===== config.mk =====
export PLATFORM = sky130hd
export DESIGN_NAME = rpa_front
export DESIGN_NICKNAME = d
export VERILOG_FILES = /design/src/hw/rtl/assert_macros.svh /design/src/hw/rtl/rpa_pkg.sv /design/src/hw/rtl/rpa_front.sv
export SDC_FILE = /design/constraint.sdc
export NUM_CORES = 1
export LEC_CHECK = 0
export ABC_AREA = 1
export BUFFER_PORTS_ARGS = -buffer_cell sky130_fd_sc_hd__buf_2
export CORE_AREA = 2 2 39 41
export DETAILED_ROUTE_END_ITERATION = 12
export DIE_AREA = 0 0 41 43
export PLACE_DENSITY = 0.78
export SLEW_MARGIN = 20
export SYNTH_ARGS = -nofsm -noshare
export SYNTH_HDL_FRONTEND = slang
export SYNTH_SLANG_ARGS = --single-unit

===== constraint.sdc =====
create_clock -name vclk -period 1.2
set_input_delay 0.24 -clock vclk [all_inputs]
set_output_delay 0.24 -clock vclk [all_outputs]
set_load 0.02 [all_outputs]

===== src/hw/rtl/assert_macros.svh =====
// ----------------------------------------------------------------------------
// Assertion macros
// Shared concurrent assertion forms for the page allocator RTL.
// ----------------------------------------------------------------------------
`ifndef ASSERT_MACROS_SVH
`define ASSERT_MACROS_SVH

// The consequent must hold in the same cycle as the condition.
`define ASSERT_IMPLY(label, clk, rst_n, cond, expr, msg) \
    label: assert property (@(posedge clk) disable iff (!rst_n) (cond) |-> (expr)) \
        else $error(msg);

// The expression must hold at every clock edge out of reset.
`define ASSERT_ALWAYS(label, clk, rst_n, expr, msg) \
    label: assert property (@(posedge clk) disable iff (!rst_n) (expr)) \
        else $error(msg);

`endif


===== src/hw/rtl/rpa_pkg.sv =====
// ----------------------------------------------------------------------------
// Page allocator package
// Types and fixed constants shared by the page allocator modules.
// ----------------------------------------------------------------------------
package rpa_pkg;

    localparam int STORE_DEPTH = 32768;
    localparam int PAGE_W      = 15;
    localparam int FCOUNT_W    = 16;
    localparam int RCOUNT_W    = 8;

    localparam logic [RCOUNT_W-1:0] RCOUNT_MAX = 8'd255;

    typedef enum logic [1:0] {
        OP_ALLOC  = 2'd0,
        OP_FREE   = 2'd1,
        OP_ADDREF = 2'd2,
        OP_SPLIT  = 2'd3
    } op_t;

    typedef enum logic [1:0] {
        STATUS_OK    = 2'd0,
        STATUS_EMPTY = 2'd1,
        STATUS_RANGE = 2'd2,
        STATUS_COUNT = 2'd3
    } status_t;

    typedef enum logic [1:0] {
        BK_IDLE,
        BK_EXEC,
        BK_SPLIT
    } bk_state_t;

    typedef struct packed {
        op_t               op;
        logic [PAGE_W-1:0] page;
        logic [PAGE_W-1:0] page_idx;
        logic              out_of_range;
    } cmd_t;

endpackage


===== src/hw/rtl/rpa_front.sv =====
// ----------------------------------------------------------------------------
// Page allocator front end
// Accepts request words, decodes the operation and checks the page range.
// ----------------------------------------------------------------------------
module rpa_front #(
    parameter int FIRST_PAGE = 256,
    parameter int USABLE_END = 32768
) (
    input  logic                        s_valid,
    output logic                        s_ready,
    input  logic [1:0]                  s_operation,
    input  logic [rpa_pkg::PAGE_W-1:0]  s_page,
    output logic                        cmd_valid,
    input  logic                        cmd_ready,
    output rpa_pkg::cmd_t               cmd
);

    logic lo_ok;
    logic hi_ok;

    assign lo_ok = 32'(s_page) >= 32'(FIRST_PAGE);
    assign hi_ok = 32'(s_page) < 32'(USABLE_END);

    always_comb begin
        cmd.op           = rpa_pkg::op_t'(s_operation);
        cmd.page         = s_page;
        cmd.page_idx     = s_page - rpa_pkg::PAGE_W'(FIRST_PAGE);
        cmd.out_of_range = !(lo_ok && hi_ok);
    end

    assign cmd_valid = s_valid;
    assign s_ready   = cmd_ready;

endmodule


==> impl_metrics.toml <==
[outcome]
outcome = "complete, but fails checks"
violations = "negative setup slack"

[critical_path]
cp_max_fo = 4
required_ns = 0.96
worstSetupStartpoint = "s_page[8]"
end_kind = "primary output"
path_buf_inv = 3
crit_arrival_ns = 0.96
cp-start-kind = "primary input"
path_cells = "buf_8 -> clkinvlp_4 -> ha_4 -> nand2_2 -> xor2_2 -> buf_6"
cp_top_family = "buffers and inverters"
slowest_stage = "ha_4"
cpPeakStageDelay_ns = 0.19
path_class = "primary input to primary output"

[power]
p_sw_share_pct = 60.0
seqPwrFrac_pct = 0
power_switching_uw = 161
pwr-share-comb_pct = 100.0
power.leakage_uw = 0.000327
clkPwrFrac_pct = 0
powerDensity_nw_per_um2 = 439
intPower_uw = 108
vdd_drop_max_v = 0.000127

[yosys]
synthCells = 65
synth_cell_type_count = 13
synth_warnings = 0
syn_area_um2 = 402
yosysSeqAreaShare_pct = 0
syn_nets = 86
avgSynthCellArea_um2 = 6.18

[floorplan]
ios = 54
num_rows = 14
die_y_um = 43
dieArea_um2 = 1760
floorplan.die.width_um = 41
core_um2 = 1380
start_util_pct = 29.0

[global_routing]
overflow = 0
grt.total_usage_pct = 9.39
grt_pass1_vias = 327
grt_max_degree = 5
use_met3_pct = 0
grt_util_met1_pct = 9.49
grt_busiest_layer = "met2"
antenna_found_initial = 0
use_met2_pct = 20.0
grt_pass1_wl_um = 1240

[sta]
tightestPinTransition_ns = 0.162
max_slew_margin_pct = 89.2
rsz0062_at_grt = "true"
hold_slack_ns = 0.480
final.period_utilization_pct = 100
hold_viol_final = 0
drv_slew = 0
fin_tns_setup_ns = -0.00230
fin_ws_ns = -0.00230
setup_viol = 1
max_freq_ghz = 0.832
min_period_ns = 1.20

[detailed_routing]
post_drt_wl_per_cell_um = 8.96
postRouteWirelength_um = 932
remaining_drc_errors = 0
drtPass1Iterations = 2
drt_iter0_drc = 1
ant_nets = 0
routed-via-count = 413
vias_per_cell = 3.97

[placed_design]
gp_congestion = 0.705
port_buffers = 46
dp.cells = 104
dp_hpwl_um = 779

[finish]
final_nets = 111
layout_common_cells = "buf_2, nand2_1, nor2_1, buf_6, buf_4"
multi_input_area_um2 = 251
diodes = 0
clkbuf_count = 0
area_delta_synth_final_pct = 52.3
drive_gt1_share_pct = 79.5
fin_cells = 104
seq_area_um2 = 0
final_common_cell = "buf_2"
seq_cells = 0
nFillCells = 146

[cts]
hold_buffers = 0
postCtsSetupRepairBufs = 0

[hold_path]
min_path_type = "primary input to primary output"
hold_start = "s_operation[0]"

[flow_run]
maxCapViolCount = 0
## synth_stat cells
library cell / count / area (µm²)
nand2_1: 9 / 33.8
a21oi_2: 1 / 8.76
ha_1: 2 / 25.0
buf_4: 27 / 203
nor2_1: 7 / 26.3
inv_2: 1 / 3.75
nand2_2: 1 / 6.26
o21ai_1: 2 / 10.0
xor2_1: 4 / 35.0
nand3_1: 1 / 5.00
inv_1: 6 / 22.5
nor2_2: 3 / 18.8
clkinv_1: 1 / 3.75
## final timing paths
kind / end / slack, ns / depth (start not counted)
setup / recovery: cmd[13] / -0.002 / 6
hold / removal: cmd[31] / 0.48 / 0
## routing by layer
metal  wire length [µm]  up-vias
met5                  0        -
met4                  0        0
met3                 87        0
met2                568       25
met1                276      178
li1                   -      210
## area by class of cell
type                            count  area share, %
Timing Repair Buffer               50           49.7
Inverter                            8           5.93
Tap cell                           16           3.27
Multi-Input combinational cell     30           41.1
## power groups by stage
stage	clock [µW]	sequential (µW)	combinational (µW)
floorplan	0	0	202
global placement	0	0	230
detailed placement	0	0	233
CTS	0	0	257
global route	0	0	291
finish	0	0	269
## through the flow
| stage | worst slack [ns] | utilization, % | power, µW | area, µm² |
|---|---|---|---|---|
| floorplan | 0.0156 | - | 202 | 438 |
| global placement | -0.101 | 37.3 | 230 | 515 |
| detailed placement | -0.125 | 37.3 | 233 | 515 |
| CTS | -0.00675 | 41.7 | 257 | 577 |
| global route | -0.0368 | 44.2 | 291 | 612 |
| finish | -0.00230 | 44.2 | 269 | 612 |
## logic make-up after synthesis
family / after synthesis / synth area share, %
AO/OA/AOI/OAI: 3 / 4.67
XOR/XNOR: 4 / 8.72
adder cells (fa/ha/maj): 2 / 6.23
buffers and inverters: 35 / 57.9
AND/OR/NAND/NOR: 21 / 22.4
## timing repair
action / CTS / global route
setup endpoints to repair: 6 / 4
gates resized for setup: 17 / 12
pin swaps: 5 / 7
(Power assumes the default switching activity.)
