File: config.mk
export PLATFORM = sky130hd
export DESIGN_NAME = rpa_queue
export DESIGN_NICKNAME = d
export VERILOG_FILES = /design/src/hw/rtl/assert_macros.svh /design/src/hw/rtl/rpa_pkg.sv /design/src/hw/rtl/rpa_queue.sv
export SDC_FILE = /design/constraint.sdc
export NUM_CORES = 1
export LEC_CHECK = 0
export ABC_AREA = 0
export BUFFER_PORTS_ARGS = -buffer_cell sky130_fd_sc_hd__buf_4
export CAP_MARGIN = 30
export CELL_PAD_IN_SITES_DETAIL_PLACEMENT = 1
export CELL_PAD_IN_SITES_GLOBAL_PLACEMENT = 2
export CORE_MARGIN = 8
export CORE_UTILIZATION = 40
export DETAILED_ROUTE_END_ITERATION = 12
export GPL_TIMING_DRIVEN = 0
export PLACE_DENSITY = 0.84
export SKIP_LAST_GASP = 1
export SLEW_MARGIN = 20
export SYNTH_ARGS = -nofsm -noshare
export SYNTH_HDL_FRONTEND = slang
export SYNTH_SLANG_ARGS = --single-unit
File: constraint.sdc
create_clock -name aclk -period 3.36 [get_ports aclk]
set_input_delay 0.336 -clock aclk [delete_from_list [all_inputs] [get_ports aclk]]
set_output_delay 0.336 -clock aclk [all_outputs]
set_load 0.01 [all_outputs]
File: src/hw/rtl/assert_macros.svh
// ----------------------------------------------------------------------------
// Assertion macros
// Shared concurrent assertion forms for the page allocator RTL.
// ----------------------------------------------------------------------------
`ifndef ASSERT_MACROS_SVH
`define ASSERT_MACROS_SVH

// The consequent must hold in the same cycle as the condition.
`define ASSERT_IMPLY(label, clk, rst_n, cond, expr, msg) \
    label: assert property (@(posedge clk) disable iff (!rst_n) (cond) |-> (expr)) \
        else $error(msg);

// The expression must hold at every clock edge out of reset.
`define ASSERT_ALWAYS(label, clk, rst_n, expr, msg) \
    label: assert property (@(posedge clk) disable iff (!rst_n) (expr)) \
        else $error(msg);

`endif

File: src/hw/rtl/rpa_pkg.sv
// ----------------------------------------------------------------------------
// Page allocator package
// Types and fixed constants shared by the page allocator modules.
// ----------------------------------------------------------------------------
package rpa_pkg;

    localparam int STORE_DEPTH = 32768;
    localparam int PAGE_W      = 15;
    localparam int FCOUNT_W    = 16;
    localparam int RCOUNT_W    = 8;

    localparam logic [RCOUNT_W-1:0] RCOUNT_MAX = 8'd255;

    typedef enum logic [1:0] {
        OP_ALLOC  = 2'd0,
        OP_FREE   = 2'd1,
        OP_ADDREF = 2'd2,
        OP_SPLIT  = 2'd3
    } op_t;

    typedef enum logic [1:0] {
        STATUS_OK    = 2'd0,
        STATUS_EMPTY = 2'd1,
        STATUS_RANGE = 2'd2,
        STATUS_COUNT = 2'd3
    } status_t;

    typedef enum logic [1:0] {
        BK_IDLE,
        BK_EXEC,
        BK_SPLIT
    } bk_state_t;

    typedef struct packed {
        op_t               op;
        logic [PAGE_W-1:0] page;
        logic [PAGE_W-1:0] page_idx;
        logic              out_of_range;
    } cmd_t;

endpackage

File: src/hw/rtl/rpa_queue.sv
// ----------------------------------------------------------------------------
// Page allocator command queue
// Two-entry queue that decouples request decode from execution.
// ----------------------------------------------------------------------------
module rpa_queue (
    input  logic          aclk,
    input  logic          aresetn,
    input  logic          wr_valid,
    output logic          wr_ready,
    input  rpa_pkg::cmd_t wr_data,
    output logic          rd_valid,
    input  logic          rd_ready,
    output rpa_pkg::cmd_t rd_data
);

    rpa_pkg::cmd_t entries_reg [2];
    logic          wr_ptr_reg;
    logic          wr_ptr_next;
    logic          rd_ptr_reg;
    logic          rd_ptr_next;
    logic [1:0]    fill_reg;
    logic [1:0]    fill_next;
    logic          push;
    logic          pop;

    assign wr_ready = fill_reg != 2'd2;
    assign rd_valid = fill_reg != 2'd0;
    assign rd_data  = entries_reg[rd_ptr_reg];
    assign push     = wr_valid && wr_ready;
    assign pop      = rd_valid && rd_ready;

    always_comb begin
        wr_ptr_next = push ? !wr_ptr_reg : wr_ptr_reg;
        rd_ptr_next = pop ? !rd_ptr_reg : rd_ptr_reg;
        fill_next   = fill_reg;
        if (push && !pop) begin
            fill_next = fill_reg + 2'd1;
        end else if (pop && !push) begin
            fill_next = fill_reg - 2'd1;
        end
    end

    always_ff @(posedge aclk) begin
        if (!aresetn) begin
            wr_ptr_reg <= 1'b0;
            rd_ptr_reg <= 1'b0;
            fill_reg   <= 2'd0;
        end else begin
            wr_ptr_reg <= wr_ptr_next;
            rd_ptr_reg <= rd_ptr_next;
            fill_reg   <= fill_next;
        end
    end

    always_ff @(posedge aclk) begin
        if (push) begin
            entries_reg[wr_ptr_reg] <= wr_data;
        end
    end

endmodule

==> impl_results.rst <==
.. list-table::
   :header-rows: 1

   * - Metric
     - Value
   * - Hold-fix buffer count after cts
     - 0
   * - Source of the worst hold timing path
     - wr_data[23]
   * - Measured slew at the worst slew-check pin
     - a little over 700 ps
   * - I/O pin count
     - 72
   * - Total congestion overflow after global routing
     - 0
   * - CTS Buf Count
     - 9
   * - Number of global-route vias before repair
     - between 1500 and 2000
   * - Total number of yosys warnings
     - 0
   * - Final critical-path setup slack
     - 1430 ps
   * - Placed inst area
     - around 3300 um2
   * - Final number of setup-violating endpoints
     - 0
   * - Reg clk slew, reported paths
     - 80 ps
   * - Number of nets produced by synthesis
     - 165
   * - Mapped Avg Cell Area
     - 20.6 um2
   * - Final Non-Filler Cells
     - ~290
   * - Gpl congestion
     - 0.732
   * - Worst-skew pair later-pin latency
     - approximately 330 ps
   * - Flop2flop setup slack
     - 1690 ps
   * - Placed cells
     - 276
   * - Drt initial violations
     - 46
   * - Post-DRT Antenna Nets
     - 0
   * - Seq/Total Area, Yosys
     - around four fifths
   * - First-pass detailed-route iteration total
     - 4
   * - Setup slack after placement
     - 1670 ps
   * - Largest net degree at the start of global routing
     - 34
   * - Combined global-route utilization of all metal layers
     - 11.7%
   * - FMAX
     - 517 MHz
   * - Buffer count from post-CTS setup fixing
     - 0
   * - Starting density of the core
     - 41.2%
   * - Worst slew margin relative to its limit
     - 51.8%
   * - Worst reg2reg endpoint
     - entries_reg[0][27]$_DFFE_PP_
   * - Number of H-tree levels
     - 3
   * - Flop and latch count out of synthesis
     - 71
   * - RSZ-0062 raised after global routing
     - false
   * - Worst reg-to-reg path cell count
     - 3
   * - Total power divided by cell area
     - 776 nW/um2
   * - Max clock buf depth
     - 2
   * - Remaining routing DRC violations
     - 0
   * - Clock period minus final worst setup slack
     - 1930 ps
   * - Floorplan die width
     - 96.9 um
   * - Startpoint class of the critical path
     - flop
   * - Routed vias/inst
     - 4.74
   * - Commonest non-fill, non-tap cell in the layout
     - buf_4
   * - Final core area utilization
     - between 50% and 60%
   * - Power Total
     - 2.74 mW
   * - Reported leakage power
     - 1.34 nW
   * - Area growth from synthesis to layout
     - 35.1%
   * - First-pass GRT wire length
     - 8350 um
   * - Hold path cells
     - 1
   * - Number of inserted diodes
     - 0
   * - Critical path fanouts, max
     - 10
   * - Highest ir drop seen on vdd
     - 0.000429 V
   * - Most area-hungry cell type in the Yosys netlist
     - edfxtp_1
   * - Leading cell types by total area after synthesis
     - edfxtp_1, mux2_2, dfxtp_1
   * - Post-layout instance area
     - 3530 um2
   * - Number of unique standard cell types used by synthesis
     - 19
   * - Number of flip-flops under the largest register name
     - 66
   * - Final critical-path share of the clock period
     - 57.5%
   * - Net count reported at finish
     - approximately 250
   * - Total Die Area
     - 9380 um2
   * - Beginning of the worst register-to-register path
     - fill_reg[0]$_SDFFE_PN0P_
   * - Library cell used as clock root buffer
     - clkbuf_8
   * - Routed via count
     - 1384
   * - CTS tree
     - yes
   * - Core footprint
     - 6350 um2
   * - Antenna violations before repair
     - 0
   * - Share of layout cells above drive strength 1
     - 59.5%
   * - Routed length per instance
     - between 15 and 20 um
   * - Classification of the worst-slack hold path
     - input pin to flop
   * - Wirelength, routed
     - 5360 um
   * - Arrival time at the worst endpoint
     - 1600 ps
   * - Endpoint of the worst hold-timing path
     - entries_reg[1][23]$_DFFE_PP_
   * - Most used cells in the layout excluding fill and tap cells
     - buf_4, edfxtp_1, mux2_2, clkbuf_8, dfxtp_1
   * - Type of element capturing the critical path
     - output port
   * - Status
     - finished, final reports clean
   * - Post-CTS Resized
     - 0
   * - Worst hold slack across all endpoints
     - 185 ps
   * - Share of the synthesized area in the top cell type
     - 75.8%
   * - Setup total negative slack
     - 0 ps
   * - Final HPWL from detailed placement
     - 3900 um
   * - Die height
     - slightly below 100 um
   * - Hold Fails Final Rpt
     - 0
   * - Final Slew Violations
     - 0
   * - Clock skew
     - ~11 ps
   * - Clock sink count
     - 71
   * - Cell count after synthesis
     - 127
   * - Number of buffers inserted by port buffering
     - 71
   * - Class of the most critical setup path
     - flop to output port
   * - Maxcap violations
     - 0
   * - Row Count
     - 29
   * - Summed instance area of the synthesized netlist
     - 2620 um2
   * - CP Data Required Time
     - 3020 ps
[metal layers]
| layer | track usage, % | vias to the layer above | wire length [um] |
|---|---|---|---|
| met3 | 4.20 | 8 | 348 |
| met1 | 11.9 | 674 | 2080 |
| li1 | - | 654 | - |
| met2 | 20.4 | 48 | 2840 |
| met4 | 6.39 | 0 | 86 |
| met5 | 0 | - | 0 |
[power by group]
part / leakage, nW / internal (mW) / switching [mW]
combinational: 0.555 / 0.389 / 0.338
clock: 0.128 / 0.567 / 0.299
sequential: 0.658 / 1.11 / 0.0417
[cell families (layout without fill, tap and decap cells)]
group / count (synthesis) / count (layout) / share of synthesized area [%]
buffers and inverters: 5 / 93 / 0.909
xor gates and xnor gates: 3 / 3 / 1.00
muxes: 33 / 33 / 14.2
AOI/OAI and AO/OA: 5 / 5 / 1.34
DFF: 71 / 71 / 79.6
and+or+nand+nor: 9 / 9 / 2.49
adders and majority gates: 1 / 1 / 0.478
[worst max-delay path by stage]
stage,end,slack (ps),depth (start not counted)
after floorplan,entries_reg[1][0]$_DFFE_PP_,1540,2
after global placement,entries_reg[1][21]$_DFFE_PP_,1170,2
after detailed placement,entries_reg[0][23]$_DFFE_PP_,1670,3
after CTS,rd_data[26],1370,4
after global routing,rd_data[6],1330,4
final,rd_data[14],1430,4
[cell type report]
class / count / area (um2)
Clock inverter: 6 / 133
Fill cell: 582 / 2820
Tap cell: 77 / 96.3
Timing Repair Buffer: 72 / 561
Clock buffer: 10 / 128
Inverter: 1 / 3.75
Buffer: 4 / 20.0
Sequential cell: 71 / 2080
Multi-Input combinational cell: 51 / 512
[Yosys cell counts]
library cell / instances
xor2_1: 1
mux2_2: 33
and2_1: 4
ha_1: 1
a21boi_0: 1
and3_1: 1
nand3b_1: 1
o21ai_0: 1
buf_2: 4
xnor2_1: 2
a21boi_1: 1
inv_1: 1
dfxtp_1: 5
a21bo_2: 1
edfxtp_1: 66
o21ai_1: 1
or2_2: 1
nand2b_4: 1
or3_1: 1
[worst max-delay path, stage by stage (launching register included)]
cell and delay [ps]:
dfxtp_1 300, buf_2 160, buf_2 280, mux2_2 380, buf_4 150
Power figures use the tool's default switching activity.
